**config.mk**
```make
export PLATFORM = sky130hd
export DESIGN_NAME = websocket_client_frame_deframer_top_flat
export DESIGN_NICKNAME = d
export VERILOG_FILES = /design/src/rtl/wsd_pkg.sv /design/src/rtl/wsd_ifs.sv /design/src/rtl/wsd_parser.sv /design/src/rtl/wsd_out_skid.sv /design/src/rtl/websocket_client_frame_deframer_top.sv /design/src/flat_wrapper.sv
export SDC_FILE = /design/constraint.sdc
export NUM_CORES = 1
export LEC_CHECK = 0
export ABC_AREA = 0
export BUFFER_PORTS_ARGS = -buffer_cell sky130_fd_sc_hd__buf_2
export CAP_MARGIN = 15
export CORE_AREA = 5 5 102 199
export DETAILED_ROUTE_END_ITERATION = 12
export DIE_AREA = 0 0 107 204
export PLACE_DENSITY_LB_ADDON = 0.2
export SKIP_CTS_REPAIR_TIMING = 1
export SLEW_MARGIN = 20
export SYNTH_ARGS = -nofsm -noshare
export SYNTH_HDL_FRONTEND = slang
export SYNTH_HIERARCHICAL = 1
export SYNTH_SLANG_ARGS = --single-unit
```
**constraint.sdc**
```tcl
create_clock -name clk -period 4.5 [get_ports clk]
set_input_delay 0.9 -clock clk [delete_from_list [all_inputs] [get_ports clk]]
set_output_delay 0.9 -clock clk [all_outputs]
set_load 0.02 [all_outputs]
```
**src/rtl/wsd_pkg.sv**
```systemverilog
package wsd_pkg;

  // Parser phase, one-hot
  typedef enum logic [8:0] {
    PH_HDR0      = 9'b0_0000_0001,
    PH_HDR1      = 9'b0_0000_0010,
    PH_EXTHI_M   = 9'b0_0000_0100,
    PH_EXTHI_NOM = 9'b0_0000_1000,
    PH_EXTLO_M   = 9'b0_0001_0000,
    PH_EXTLO_NOM = 9'b0_0010_0000,
    PH_MASK      = 9'b0_0100_0000,
    PH_DATA      = 9'b0_1000_0000,
    PH_HALT      = 9'b1_0000_0000
  } phase_t;

  // Result event codes
  localparam logic [1:0] EV_BYTE  = 2'd0;
  localparam logic [1:0] EV_EMPTY = 2'd1;
  localparam logic [1:0] EV_CLOSE = 2'd2;
  localparam logic [1:0] EV_ERROR = 2'd3;

  // Input beat kinds
  localparam logic KIND_DATA    = 1'b0;
  localparam logic KIND_RESTART = 1'b1;

  // Frame opcodes and length codes
  localparam logic [3:0] OP_TEXT   = 4'h1;
  localparam logic [3:0] OP_CLOSE  = 4'h8;
  localparam logic [6:0] LEN_EXT16 = 7'd126;
  localparam logic [6:0] LEN_EXT64 = 7'd127;

  // One result beat
  typedef struct packed {
    logic [1:0] event_res;
    logic [7:0] payload_byte;
    logic       last;
  } res_t;

endpackage

```
**src/rtl/wsd_ifs.sv**
```systemverilog
// Input byte channel
interface wsd_in_if;
  logic       valid;
  logic       ready;
  logic       kind;
  logic [7:0] data_byte;

  modport source (output valid, output kind, output data_byte, input ready);
  modport sink   (input valid, input kind, input data_byte, output ready);
endinterface

// Result channel
interface wsd_out_if;
  logic       valid;
  logic       ready;
  logic [1:0] event_res;
  logic [7:0] payload_byte;
  logic       last;

  modport source (output valid, output event_res, output payload_byte, output last,
                  input ready);
  modport sink   (input valid, input event_res, input payload_byte, input last,
                  output ready);
endinterface

```
**src/rtl/wsd_parser.sv**
```systemverilog
module wsd_parser #(
  parameter int MAX_PAYLOAD = 511
) (
  input  logic          clk,
  input  logic          rst_n,
  input  logic          beat_fire,
  input  logic          kind,
  input  logic [7:0]    data_byte,
  output logic          res_valid,
  output wsd_pkg::res_t res
);
  import wsd_pkg::*;

  localparam int          LEN_W   = $clog2(MAX_PAYLOAD + 1);
  localparam logic [15:0] MAX_LEN = 16'(MAX_PAYLOAD);

  phase_t           phase_r,   phase_nxt;
  logic [3:0]       opcode_r,  opcode_nxt;
  logic [7:0]       len_hi_r,  len_hi_nxt;
  logic [LEN_W-1:0] len_r,     len_nxt;
  logic [LEN_W-1:0] idx_r,     idx_nxt;
  logic [7:0]       mask_r [4];
  logic             mask_we;

  logic [6:0]       len7;
  logic [15:0]      len16;
  logic [LEN_W:0]   idx_inc;
  logic             data_end;

  assign len7     = data_byte[6:0];
  assign len16    = {len_hi_r, data_byte};
  assign idx_inc  = {1'b0, idx_r} + 1'b1;
  assign data_end = idx_inc >= {1'b0, len_r};

  // Next state and result for one beat
  always_comb begin
    phase_nxt  = phase_r;
    opcode_nxt = opcode_r;
    len_hi_nxt = len_hi_r;
    len_nxt    = len_r;
    idx_nxt    = idx_r;
    mask_we    = 1'b0;
    res_valid  = 1'b0;
    res        = '0;

    if (kind == KIND_RESTART) begin
      phase_nxt  = PH_HDR0;
      opcode_nxt = '0;
      len_hi_nxt = '0;
      len_nxt    = '0;
      idx_nxt    = '0;
    end else begin
      unique case (phase_r)
        PH_HDR0: begin
          opcode_nxt = data_byte[3:0];
          phase_nxt  = PH_HDR1;
        end
        PH_HDR1: begin
          if (len7 == LEN_EXT64) begin
            phase_nxt     = PH_HALT;
            res_valid     = 1'b1;
            res.event_res = EV_ERROR;
          end else if (len7 == LEN_EXT16) begin
            phase_nxt = data_byte[7] ? PH_EXTHI_M : PH_EXTHI_NOM;
          end else if (!data_byte[7] || ({9'd0, len7} > MAX_LEN)) begin
            phase_nxt     = PH_HALT;
            res_valid     = 1'b1;
            res.event_res = EV_ERROR;
          end else begin
            len_nxt   = LEN_W'(len7);
            idx_nxt   = '0;
            phase_nxt = PH_MASK;
          end
        end
        PH_EXTHI_M, PH_EXTHI_NOM: begin
          len_hi_nxt = data_byte;
          phase_nxt  = (phase_r == PH_EXTHI_M) ? PH_EXTLO_M : PH_EXTLO_NOM;
        end
        PH_EXTLO_M, PH_EXTLO_NOM: begin
          if (phase_r == PH_EXTLO_NOM || len16 > MAX_LEN) begin
            phase_nxt     = PH_HALT;
            res_valid     = 1'b1;
            res.event_res = EV_ERROR;
          end else begin
            len_nxt   = len16[LEN_W-1:0];
            idx_nxt   = '0;
            phase_nxt = PH_MASK;
          end
        end
        PH_MASK: begin
          mask_we = 1'b1;
          if (idx_r[1:0] != 2'd3) begin
            idx_nxt = idx_inc[LEN_W-1:0];
          end else begin
            idx_nxt = '0;
            if (len_r != '0) begin
              phase_nxt = PH_DATA;
            end else if (opcode_r == OP_CLOSE) begin
              phase_nxt     = PH_HALT;
              res_valid     = 1'b1;
              res.event_res = EV_CLOSE;
            end else begin
              phase_nxt = PH_HDR0;
              if (opcode_r == OP_TEXT) begin
                res_valid     = 1'b1;
                res.event_res = EV_EMPTY;
              end
            end
          end
        end
        PH_DATA: begin
          idx_nxt = idx_inc[LEN_W-1:0];
          if (opcode_r == OP_TEXT) begin
            res_valid        = 1'b1;
            res.event_res    = EV_BYTE;
            res.payload_byte = data_byte ^ mask_r[idx_r[1:0]];
            res.last         = data_end;
            if (data_end) phase_nxt = PH_HDR0;
          end else if (data_end) begin
            if (opcode_r == OP_CLOSE) begin
              phase_nxt     = PH_HALT;
              res_valid     = 1'b1;
              res.event_res = EV_CLOSE;
            end else begin
              phase_nxt = PH_HDR0;
            end
          end
        end
        default: begin
          // halted until restart
        end
      endcase
    end
  end

  // Parser state
  always_ff @(posedge clk) begin
    if (!rst_n) begin
      phase_r  <= PH_HDR0;
      opcode_r <= '0;
      len_hi_r <= '0;
      len_r    <= '0;
      idx_r    <= '0;
    end else if (beat_fire) begin
      phase_r  <= phase_nxt;
      opcode_r <= opcode_nxt;
      len_hi_r <= len_hi_nxt;
      len_r    <= len_nxt;
      idx_r    <= idx_nxt;
    end
  end

  // Mask key bytes; cleared on reset and restart
  always_ff @(posedge clk) begin
    if (!rst_n) begin
      for (int i = 0; i < 4; i++) mask_r[i] <= '0;
    end else if (beat_fire) begin
      if (kind == KIND_RESTART) begin
        for (int i = 0; i < 4; i++) mask_r[i] <= '0;
      end else if (mask_we) begin
        mask_r[idx_r[1:0]] <= data_byte;
      end
    end
  end

endmodule

```
**src/rtl/wsd_out_skid.sv**
```systemverilog
module wsd_out_skid (
  input  logic          clk,
  input  logic          rst_n,
  input  logic          push,
  input  wsd_pkg::res_t push_res,
  output logic          can_take,
  output logic          out_valid,
  output wsd_pkg::res_t out_res,
  input  logic          out_ready
);
  import wsd_pkg::*;

  logic main_v_r;
  logic skid_v_r;
  res_t main_r;
  res_t skid_r;
  logic pop;

  assign pop       = main_v_r & out_ready;
  assign can_take  = !skid_v_r;
  assign out_valid = main_v_r;
  assign out_res   = main_r;

  // Valid flags
  always_ff @(posedge clk) begin
    if (!rst_n) begin
      main_v_r <= 1'b0;
      skid_v_r <= 1'b0;
    end else if (!main_v_r || pop) begin
      main_v_r <= skid_v_r | push;
      skid_v_r <= 1'b0;
    end else if (push) begin
      skid_v_r <= 1'b1;
    end
  end

  // Payload: main register refills from skid first to keep beat order
  always_ff @(posedge clk) begin
    if (!main_v_r || pop) begin
      main_r <= skid_v_r ? skid_r : push_res;
    end else if (push) begin
      skid_r <= push_res;
    end
  end

endmodule

```
**src/rtl/websocket_client_frame_deframer_top.sv**
```systemverilog
// WebSocket client frame deframer.
// in_ch carries received bytes (kind = data) or a restart marker (kind = restart)
// with valid/ready; a beat moves when both are high. out_ch carries one result
// beat per event: unmasked text payload bytes (last on the frame's final byte),
// empty text frame, close received, or protocol error.
// Throughput: one input beat per cycle while the output buffer has room. With
// the output buffer empty, a result appears on out_ch the cycle after its input
// beat is accepted; beats that cause no result leave nothing on out_ch. The
// per-byte header/mask state machine sits between the input handshake and a
// two-entry output buffer.
// Reset (rst_n low, synchronous) puts the parser back to waiting for a frame's
// first header byte with mask key and lengths cleared, and empties the output
// buffer. After a close or error event all data beats are dropped until a
// restart beat. When the receiver stalls, in_ch.ready stays high until a second
// result is waiting in the buffer, so beats keep flowing until then; after that
// in_ch.ready stays low until out_ch takes a beat. MAX_PAYLOAD (125..65535)
// bounds the accepted frame length; longer frames raise a protocol error.
module websocket_client_frame_deframer_top #(
  parameter int MAX_PAYLOAD = 511
) (
  input logic       clk,
  input logic       rst_n,
  wsd_in_if.sink    in_ch,
  wsd_out_if.source out_ch
);
  import wsd_pkg::*;

  logic beat_fire;
  logic can_take;
  logic res_valid;
  res_t res;
  res_t out_res;

  assign in_ch.ready = can_take;
  assign beat_fire   = in_ch.valid & can_take;

  wsd_parser #(
    .MAX_PAYLOAD (MAX_PAYLOAD)
  ) u_parser (
    .clk       (clk),
    .rst_n     (rst_n),
    .beat_fire (beat_fire),
    .kind      (in_ch.kind),
    .data_byte (in_ch.data_byte),
    .res_valid (res_valid),
    .res       (res)
  );

  wsd_out_skid u_out_skid (
    .clk       (clk),
    .rst_n     (rst_n),
    .push      (beat_fire & res_valid),
    .push_res  (res),
    .can_take  (can_take),
    .out_valid (out_ch.valid),
    .out_res   (out_res),
    .out_ready (out_ch.ready)
  );

  assign out_ch.event_res    = out_res.event_res;
  assign out_ch.payload_byte = out_res.payload_byte;
  assign out_ch.last         = out_res.last;

endmodule
```
**src/flat_wrapper.sv**
```systemverilog
// flat-port wrapper written by rule: the top's interface ports become plain ports
module websocket_client_frame_deframer_top_flat import wsd_pkg::*;
#(
  parameter int MAX_PAYLOAD = 511
)
  (clk, rst_n, in_ch_valid, in_ch_kind, in_ch_data_byte, in_ch_ready, out_ch_valid, out_ch_event_res, out_ch_payload_byte, out_ch_last, out_ch_ready);
  wsd_in_if in_ch_i ();
  wsd_out_if out_ch_i ();
  input logic clk;
  input logic rst_n;
  input wire logic [$bits(in_ch_i.valid)-1:0] in_ch_valid;
  input wire logic [$bits(in_ch_i.kind)-1:0] in_ch_kind;
  input wire logic [$bits(in_ch_i.data_byte)-1:0] in_ch_data_byte;
  output wire logic [$bits(in_ch_i.ready)-1:0] in_ch_ready;
  output wire logic [$bits(out_ch_i.valid)-1:0] out_ch_valid;
  output wire logic [$bits(out_ch_i.event_res)-1:0] out_ch_event_res;
  output wire logic [$bits(out_ch_i.payload_byte)-1:0] out_ch_payload_byte;
  output wire logic [$bits(out_ch_i.last)-1:0] out_ch_last;
  input wire logic [$bits(out_ch_i.ready)-1:0] out_ch_ready;
  assign in_ch_i.valid = in_ch_valid;
  assign in_ch_i.kind = in_ch_kind;
  assign in_ch_i.data_byte = in_ch_data_byte;
  assign in_ch_ready = in_ch_i.ready;
  assign out_ch_valid = out_ch_i.valid;
  assign out_ch_event_res = out_ch_i.event_res;
  assign out_ch_payload_byte = out_ch_i.payload_byte;
  assign out_ch_last = out_ch_i.last;
  assign out_ch_i.ready = out_ch_ready;
  websocket_client_frame_deframer_top #(.MAX_PAYLOAD(MAX_PAYLOAD)) u_core (.clk(clk), .rst_n(rst_n), .in_ch(in_ch_i), .out_ch(out_ch_i));
endmodule
```
==> impl_results.md, run 1 <==
* Status: finished, final reports clean
* R2r endpoint: u_core/u_out_skid/skid_r[0]
* Yosys top cell by area: edfxtp_1
* Setup violations, final at 0
* Detailed-placement wirelength estimate at 11.13 mm
* Wire per inst at 19.51 microns
* Clk Tree Root Cell: clkbuf_16
* CP required at 4.60 ns
* Multi-input logic area at 2367 sq um
* Relative slew slack at 28.71%
* Final cell count without fillers at 718
* Synth async-reset ratio at 0%
* Final Max Tran Viols at 0
* # rows at 71
* Worst hold path type: flip-flop to flip-flop
* DIE HEIGHT at 204 microns
* Port buffer count at 25
* Number of synthesized flops with an enable pin at 54
* Maxcap violations at 0
* # H-tree levels at 3
* P&R area growth vs syn at 11.83%
* Post-synth top flop: edfxtp_1
* Max frequency at 284.2 MHz
* Initial Util at 27.16%
* Skew final at 0.009471 ns
* Max incr delay on CP at 0.47 ns
* Peak supply drop at 172.8 uV
* Cell variety after synth at 65
* Synth Warn # at 6
* Clock slew at reported path FFs at 0.07 ns
* Synth area leaders: edfxtp_1, dfxtp_1, and3_1, mux4_2, ha_1
* Gr usage total at 13.40%
* Core area at 18660 sq um
* Worst Max-Slew Pin Slew at 1.054 ns
* Total CTS buffers at 9
* Area fraction of the dominant cell type after synthesis at 32.01%
* Critical Path Fanout Max at 11
* FF-to-FF setup slack at 0.98 ns
* Setup CP Type: flip-flop to flip-flop
* Endpoint type of the worst setup path: flip-flop
* Placed instance count at 702
* Final instance area at 5665 sq um
* Total wire length at 14.01 mm
* Die Wd at 107 microns
* Synth cell count leaders: edfxtp_1, dfxtp_1, nor2_1
* Post-route minimum period at 3.519 ns
* Syn_area_per_cell at 10.67 sq um
* Mapped Area at 5066 sq um
* Total grt overflow at 0
* WHS Path Cells at 2
* CP max stage cell: dfxtp_1
* Die ar. at 21830 sq um
* I/O pin cnt at 26
* Setup TNS at 0 ns
* NumNets Final at 521
* TritonCTS clock tree: yes
* Leakage at 2.214 nW
* Crit path launch: u_core/u_parser/idx_r[0]
* Crit path DAT at 3.62 ns
* RSZ-0062 raised after global routing: no
* Initial antenna violation count at 0
* Critical hold path startpoint: u_core/u_parser/len_r[6]
* FF+latch area at 2482 sq um
* Crit share post-route at 78.20%
* Worst hold margin at 0.4622 ns
* Post-synthesis sequential area ratio at 49.00%
* ANT nets after route at 0
* Hold Path End: u_core/u_parser/len_r[6]
* Mapped Cells at 475
* Pwr/cell area at 325.0 nW/um^2
* Iteration-0 DRC Markers at 211
* First-pass GRT wire length at 21.69 mm
* Worst skew pair latency at 0.35 ns
* Vias in the first global route at 3845
* CTS Sinks at 97
* Fillers at 1888
* DRT Pass-1 Iters at 4
* Synthesized flop and latch total at 97
* GPL Wtd Cong at 0.9052
* Dpl cell area at 5369 sq um
* Routed vias/inst at 5.061
* N_diodes at 0
* Syn nets at 502
* Startpoint Class: flip-flop
* Fin. Hold Viols at 0
* Cells along the critical path: nand3_1 > nor2_1 > nand4_1 > xnor2_1 > ha_1 > a21oi_1 > nor2b_1 > a211oi_1 > nand2_1 > o31ai_1 > a21oi_1 > and3_1 > inv_1 > nor2_1 > buf_4
* Layout cells sized above 1 at 16.63%
* Vias at 3634
* Top-count cell post-synth: edfxtp_1
* R2R depth at 15
* Worst r2r src: u_core/u_parser/idx_r[0]
* Finished Core Util at 30.37%
* Clock Tree Buf Depth at 2
* DRC at 0
* Largest net degree at the start of global routing at 27
## area by class of cell
class	count	share of cell area (%)
clock buffers	11	4.108
repair buffers	32	3.136
clock inverters	5	1.126
well taps	219	4.837
inverters	18	1.193
multi-input cells	336	41.78
flip-flops and latches	97	43.82
## metal layers
metal | vias to the layer above | GRT usage (%) | share of wire (%)
li1 | 1774 | - | -
met1 | 1750 | 11.53 | 33
met2 | 78 | 26.76 | 60
met3 | 32 | 2.466 | 2.2
met4 | 0 | 9.008 | 5.3
met5 | - | 0 | 0
## cell usage in the layout, fill, tap and decap left out, drive strengths merged, types with 8 or more instances in the layout
cell and instances:
mux2 13, a22oi 8, ha 14, nor2 40
mux4 8, mux2i 15, nor3 14, inv 19
edfxtp 54, and3 34, a21oi 18, nor2b 11
o21ai 18, xnor2 14, nand2 37, clkbuf 11
nand3 17, dfxtp 43, buf 32, nand2b 12
## metrics by stage
stage,worst slack (ns),total power (W)
after floorplan,1.336,0.001045
after global placement,0.9797,0.001088
after detailed placement,0.9813,0.001089
after CTS,0.9527,0.001872
after global routing,0.6293,0.001920
final,0.9810,0.001841
## worst max-delay path by stage
stage / cells past startpoint / slack, ns / endpoint
after detailed placement: 15 / 0.98 / u_core/u_out_skid/skid_r[5]
after global routing: 15 / 0.63 / u_core/u_out_skid/skid_r[9]
after CTS: 15 / 0.95 / u_core/u_out_skid/skid_r[6]
after floorplan: 15 / 1.34 / u_core/u_out_skid/skid_r[0]
final: 15 / 0.98 / u_core/u_out_skid/skid_r[0]
after global placement: 15 / 0.98 / u_core/u_out_skid/skid_r[5]
## cells by family after synthesis
| family | after synthesis | share of synthesized area [%] |
|---|---|---|
| AOI/OAI and AO/OA | 66 | 8.867 |
| xor gates and xnor gates | 17 | 2.939 |
| adders and majority gates | 14 | 3.458 |
| buffers and inverters | 42 | 4.272 |
| DFF | 97 | 49.00 |
| muxes | 36 | 9.410 |
| and+or+nand+nor | 203 | 22.06 |
## critical path: cells and delay by family, from the launching register on
kind | cells | cell delay [ns]
buffers and inverters | 2 | 0.26
adders and majority gates | 1 | 0.30
and+or+nand+nor | 7 | 0.99
AOI/OAI and AO/OA | 4 | 0.97
DFF | 1 | 0.47
xor gates and xnor gates | 1 | 0.28
## state kept, by name, summed over array words and instances (netlist names), named ones only
register	cells
u_core/u_out_skid/out_res	11
u_core/u_out_skid/out_valid	1
u_core/u_out_skid/skid_r	11
u_core/u_out_skid/skid_v_r	1
u_core/u_parser/idx_r	9
u_core/u_parser/len_hi_r	8
u_core/u_parser/len_r	9
u_core/u_parser/mask_r	32
u_core/u_parser/opcode_r	4
u_core/u_parser/phase_r	9
## power breakdown
part           leakage (nW)  internal (W)  switching [W]  total [W]
combinational          1.13     0.0000382      0.0000749   0.000113
sequential            0.947      0.000946     0.00000877   0.000955
clock                 0.140      0.000435       0.000337   0.000773
(Power assumes the default switching activity.)
==> run 2, diff against run 1 <==
ABC_AREA = 1   (was 0)
CORE_AREA = 5 5 104 203   (was 5 5 102 199)
DIE_AREA = 0 0 109 208   (was 0 0 107 204)
clock period = 3.3 ns   (was 4.5 ns; I/O delays follow)
==> impl_results.md, run 2 <==
* Status: finished, final reports clean
* Max Used Layer: met4
* Final Max Tran Viols at 0
* Die ar. at 22670 sq um
* Mapped Cells at 706
* Crit path top cell by count: nand2_1
* # H-tree levels at 3
* Synth async-reset ratio at 0%
* Core area at 19370 sq um
* NumNets Final at 774
* Yosys top cell by area: edfxtp_1
* Most frequent cells in the layout: nand2_1, nor2_1, inv_1
* Worst hold path type: flip-flop to flip-flop
* Gate power share at 13.6%
* RSZ-0062 raised after global routing: no
* Critical hold path startpoint: u_core/u_parser/len_hi_r[1]
* Switch share at 28.80%
* Top-count cell post-synth: nand2_1
* Crit path launch: u_core/u_parser/idx_r[1]
* N_diodes at 0
* Finished Core Util at 31.37%
* Startpoint Class: flip-flop
* Routed wl met2 at 9.766 mm
* Initial Util at 27.34%
* # rows at 72
* Total grt overflow at 0
* Syn_area_per_cell at 7.500 sq um
* Gr usage total at 15.06%
* Largest net degree at the start of global routing at 25
* Initial antenna violation count at 0
* Syn nets at 733
* Sequential power share at 49.9%
* Final cell count without fillers at 1011
* Synth Warn # at 6
* P_sw at 0.0007804 W
* Setup CP Type: flip-flop to flip-flop
* Cell variety after synth at 35
* TritonCTS clock tree: yes
* Cells along the critical path: ha_1 > clkinv_1 > buf_4 > ha_1 > inv_1 > ha_1 > nand2_1 > nor2_1 > nand2_1 > nand2_1 > nand2_1 > nand2_1 > nand3_1 > nand3_1 > nor2_1 > nor2_1 > inv_1 > nor2_2 > inv_1 > nor2_1 > buf_4
* Relative slew slack at 58.28%
* Synth area leaders: edfxtp_1, dfxtp_1, nand2_1, nor2_1, inv_1
* Largest register FFs at 32
* ANT nets after route at 0
* FF-to-FF setup slack at 0.40 ns
* Clock Tree Buf Depth at 2
* DRT Pass-1 Iters at 6
* Number of synthesized flops with an enable pin at 54
* CP required at 3.36 ns
* Mapped Area at 5295 sq um
* Synthesized flop and latch total at 97
* Hold Path End: u_core/u_parser/len_hi_r[1]
* I/O pin cnt at 26
* Routed vias/inst at 4.536
* Vias in the first global route at 4775
* Leakage at 2.672 nW
* Crit share post-route at 87.99%
* P&R area growth vs syn at 14.74%
* Worst Max-Slew Pin Slew at 0.6235 ns
* Vias at 4586
* Setup TNS at 0 ns
* Total wire length at 16.37 mm
* Post-route minimum period at 2.904 ns
* Crit path DAT at 2.97 ns
* GPL Wtd Cong at 0.8504
* Synth cell count leaders: nand2_1, nor2_1, inv_1
* Max frequency at 344.4 MHz
* Worst r2r src: u_core/u_parser/idx_r[1]
* First-pass GRT wire length at 25.32 mm
* R2R depth at 21
* Peak supply drop at 212.1 uV
* Fin. Hold Viols at 0
* R2r endpoint: u_core/u_out_skid/skid_r[0]
* Worst Slack Setup Final at 0.3964 ns
* Clock Power Share at 36.5%
* Placed instance count at 995
* Setup violations, final at 0
* Iteration-0 DRC Markers at 221
* Pint at 0.001929 W
* Wire per inst at 16.19 microns
* Top reg by flops: u_core/u_parser/mask_r
* Dpl ws at 0.3649 ns
* Post-synth top flop: edfxtp_1
* Clk Tree Root Cell: clkbuf_16
* Pwr/cell area at 445.9 nW/um^2
* Endpoint type of the worst setup path: flip-flop
* WHS Path Cells at 2
* Critical Path Fanout Max at 7
* Skew final at 0.01073 ns
* CP max stage cell: dfxtp_2
* Detailed-placement wirelength estimate at 12.90 mm
* Commonest non-fill, non-tap cell in the layout: nand2_1
* DIE HEIGHT at 208 microns
* DRC at 0
* Metal3 WL at 345 microns
* Clock slew at reported path FFs at 0.07 ns
* Max incr delay on CP at 0.37 ns
* M1 wire length at 5.421 mm
* Maxcap violations at 0
* CTS Sinks at 97
* Worst hold margin at 0.4620 ns
* Post-synthesis sequential area ratio at 46.88%
* Layout cells sized above 1 at 12.23%
* Die Wd at 109 microns
* Worst skew pair latency at 0.35 ns
* Total CTS buffers at 9
* Port buffer count at 25
* Area fraction of the dominant cell type after synthesis at 30.62%
-- run 2: cell types whose count changed in the layout (fill, tap and decap cells not counted), moves of 14 or more --
cell,previous run,this run
o21ai_0,8,27
a21oi_1,18,32
inv_1,18,71
nand2_1,36,184
nor2_1,39,145
and3_1,34,1
mux2i_1,15,0
nand3_1,17,47
-- run 2: through the flow --
stage | total power, W | cell area, sq um
6_report | 0.002709 | 6076
5_1_grt | 0.002830 | 6076
4_1_cts | 0.002750 | 6072
3_5_place_dp | 0.001752 | 5802
3_3_place_gp | 0.001752 | 5802
2_1_floorplan | 0.001629 | 5295
-- run 2: layout make-up --
cell class,count,area (sq um)
Clock buffer,9,225.2
Clock inverter,7,45.04
Fill cell,2129,13290
Inverter,81,306.5
Multi-Input combinational cell,514,2424
Sequential cell,97,2484
Tap cell,259,324.1
Timing Repair Buffer,44,267.8
-- run 2: metal layers --
| metal | up-vias | GRT usage [%] |
|---|---|---|
| met5 | - | 0 |
| li1 | 2346 | - |
| met4 | 0 | 8.544 |
| met3 | 43 | 2.109 |
| met2 | 79 | 30.96 |
| met1 | 2118 | 12.79 |
-- run 2: power by group through the flow --
stage / Clock [W] / Combinational (W) / Sequential (W)
after global routing: 0.00106 / 0.000415 / 0.00136
after detailed placement: 0 / 0.000373 / 0.00138
after floorplan: 0 / 0.000259 / 0.00137
after global placement: 0 / 0.000374 / 0.00138
after CTS: 0.00102 / 0.000374 / 0.00135
final: 0.000988 / 0.000369 / 0.00135
-- run 2: worst max-delay path, delay by kind of cell (launching register included) --
kind	cells	cell delay, ns
adder cells (fa/ha/maj)	3	0.73
AND/OR/NAND/NOR	12	0.88
flip-flops	1	0.37
buffers and inverters	6	0.62
-- run 2: worst max-delay path by stage --
stage | end | cells past startpoint
6_report | u_core/u_out_skid/skid_r[0] | 21
5_1_grt | u_core/u_out_skid/skid_r[0] | 21
4_1_cts | u_core/u_out_skid/skid_r[3] | 21
3_5_place_dp | u_core/u_out_skid/skid_r[0] | 21
3_3_place_gp | u_core/u_out_skid/skid_r[0] | 21
2_1_floorplan | u_core/u_out_skid/skid_r[0] | 20
-- run 2: cell families after synthesis --
group | synth area share, %
XOR/XNOR | 1.489
buffers and inverters | 7.396
flip-flops | 46.88
AO/OA/AOI/OAI | 7.041
adder cells (fa/ha/maj) | 3.308
AND/OR/NAND/NOR | 33.88
==> run 3, diff against run 2 <==
BUFFER_PORTS_ARGS = default   (was -buffer_cell sky130_fd_sc_hd__buf_2)
CORE_AREA = 5 5 102 200   (was 5 5 104 203)
DIE_AREA = 0 0 107 205   (was 0 0 109 208)
DONT_BUFFER_PORTS = 1   (was default)
SYNTH_HIERARCHICAL = default   (was 1)
==> impl_results.md, run 3 <==
* Status: finished, final reports clean
* Setup violations, final at 0
* Relative slew slack at 46.60%
* Synth Warn # at 0
* CTS Sinks at 97
* Most frequent cells in the layout: nand2_1, nor2_1, inv_1
* Post-route minimum period at 2.965 ns
* Max incr delay on CP at 0.41 ns
* Top reg by flops: u_core.u_parser.mask_r
* Syn nets at 662
* Iteration-0 DRC Markers at 201
* Fillers at 1998
* Worst skew pair latency at 0.35 ns
* Synthesized flop and latch total at 97
* Mapped Cells at 635
* P&R area growth vs syn at 10.85%
* Cell variety after synth at 37
* DRT Pass-1 Iters at 5
* Maxcap violations at 0
* Clock Power Share at 38.5%
* Vias at 4133
* P_sw at 0.0007671 W
* Gr usage total at 12.89%
* TritonCTS clock tree: yes
* Met1 track utilization from global routing at 12.33%
* Critical Path Fanout Max at 11
* Leakage at 2.457 nW
* WHS Path Cells at 1
* Largest register FFs at 32
* Total wire length at 13.71 mm
* Initial antenna violation count at 0
* Wire per inst at 15.87 microns
* NumNets Final at 667
* Total CTS buffers at 9
* Yosys top cell by area: edfxtp_1
* CP max stage cell: dfxtp_1
* Clk Tree Root Cell: clkbuf_16
* Syn_area_per_cell at 8.063 sq um
* DIE HEIGHT at 205 microns
* # rows at 71
* GPL Wtd Cong at 0.8475
* M2 GR Usage at 25.81%
* Met3 usage at 1.798%
* Port buffer count at 0
* Synth async-reset ratio at 0%
* Number of synthesized flops with an enable pin at 54
* Max frequency at 337.2 MHz
* Gate power share at 12.8%
* Dpl cell area at 5375 sq um
* CP required at 3.35 ns
* Post-synthesis sequential area ratio at 48.48%
* ANT nets after route at 0
* Worst Max-Slew Pin Slew at 0.8001 ns
* First-pass GRT wire length at 21.67 mm
* Detailed-placement wirelength estimate at 10.71 mm
* Peak supply drop at 200.6 uV
* Fin. Hold Viols at 0
* Finished Core Util at 30.42%
* Worst hold path type: primary input to flip-flop
* Setup CP Type: flip-flop to flip-flop
* Post-synth top flop: edfxtp_1
* Largest net degree at the start of global routing at 25
* Skew final at 0.01585 ns
* RSZ-0062 raised after global routing: no
* Pwr/cell area at 486.7 nW/um^2
* Crit path top cell by count: nand2_1
* Endpoint type of the worst setup path: flip-flop
* Final Max Tran Viols at 0
* Synth cell count leaders: nand2_1, nor2_1, inv_1
* N_diodes at 0
* I/O pin cnt at 26
* Die ar. at 21940 sq um
* R2R depth at 18
* Switch share at 27.77%
* Clock Tree Buf Depth at 2
* Commonest non-fill, non-tap cell in the layout: nand2_1
* DRC at 0
* Clock slew at reported path FFs at 0.07 ns
* Top-count cell post-synth: nand2_1
* Synth area leaders: edfxtp_1, dfxtp_1, nand2_1, nor2_1, inv_1
* Crit share post-route at 89.85%
* # H-tree levels at 3
* Vias in the first global route at 4095
* Area fraction of the dominant cell type after synthesis at 31.67%
* Pint at 0.001995 W
* Setup TNS at 0 ns
* Startpoint Class: flip-flop
* Layout cells sized above 1 at 9.612%
* Cells along the critical path: ha_1 > nand2_1 > nor2_1 > nand2_1 > xor2_1 > inv_1 > ha_1 > nand2_1 > nor3_1 > o21ai_0 > nand2_1 > nand2_1 > nand2_1 > nand2_1 > nand3_1 > nand2_1 > nor2_1 > buf_4
* Total grt overflow at 0
* Sequential power share at 48.7%
* Core area at 18660 sq um
* Routed vias/inst at 4.784
* Die Wd at 107 microns
* Final instance area at 5675 sq um
* Crit path DAT at 3.02 ns
* Initial Util at 27.44%
* GRT busiest layer: met2
* Mapped Area at 5120 sq um
## run 3: cell count changes in the layout (fill, tap and decap cells not counted), moves of 4 or more
cell,delta
clkinv_1,-6
nor2_1,-52
a21oi_1,+14
buf_4,-9
nor3_1,+8
buf_2,-25
inv_1,-8
a32oi_1,+7
nand2_1,-27
o22ai_1,-6
nand3_1,-11
xor2_1,+4
## run 3: per-layer routing
layer  vias up  part of all wire [%]
met4         0                   3.7
met1      1944                    36
met3        27                   2.6
met2        80                    57
met5         -                     0
li1       2082                     -
## run 3: worst max-delay path: cells and delay by family (launching register included)
| family | cells | cell delay, ns |
|---|---|---|
| AO/OA/AOI/OAI | 1 | 0.11 |
| XOR/XNOR | 1 | 0.17 |
| adder cells (fa/ha/maj) | 2 | 0.55 |
| buffers and inverters | 2 | 0.28 |
| flip-flops | 1 | 0.41 |
| AND/OR/NAND/NOR | 12 | 1.15 |
## run 3: stage by stage
stage / setup slack [ns] / power (W) / cells / hold WS (ns)
after floorplan: 0.3738 / 0.001648 / 635 / 0.4360
after global placement: 0.4108 / 0.001725 / 848 / 0.4508
after detailed placement: 0.3442 / 0.001729 / 848 / 0.4553
after CTS: 0.3311 / 0.002791 / 864 / 0.3862
after global routing: 0.06399 / 0.002892 / 864 / 0.3879
final: 0.3348 / 0.002762 / 864 / 0.4010
## run 3: logic make-up after synthesis
family | synth area share (%)
buffers and inverters | 7.234
adders and majority gates | 3.421
xor gates and xnor gates | 2.395
and+or+nand+nor | 29.59
AOI/OAI and AO/OA | 8.871
DFF | 48.49
## run 3: final cells by class
| class | count | area [sq um] | area share, % |
|---|---|---|---|
| timing repair buffer | 10 | 75.07 | 1.323 |
| clock buffer | 10 | 250.2 | 4.409 |
| multi-input combinational | 449 | 2267 | 39.95 |
| inverter | 73 | 276.5 | 4.872 |
| sequential | 97 | 2482 | 43.74 |
| tap | 219 | 274.0 | 4.828 |
| clock inverter | 6 | 50.05 | 0.8818 |
## run 3: path summary, 6_finish.rpt
| path | endpoint | start | slack (ns) |
|---|---|---|---|
| worst max-delay path | u_core.u_out_skid.skid_r[3] | u_core.u_parser.idx_r[1] | 0.33 |
| worst min-delay path | u_core.u_parser.phase_r[0] | rst_n | 0.40 |
| worst max register to register | u_core.u_out_skid.skid_r[3] | u_core.u_parser.idx_r[1] | 0.33 |
| worst min register to register | u_core.u_parser.len_r[2] | u_core.u_parser.len_r[2] | 0.47 |
## run 3: power groups by stage
stage	combinational (W)	sequential, W	clock [W]
floorplan	0.000282	0.00137	0
global placement	0.000354	0.00137	0
detailed placement	0.000357	0.00137	0
CTS	0.000358	0.00135	0.00109
global route	0.000405	0.00135	0.00114
finish	0.000353	0.00135	0.00106
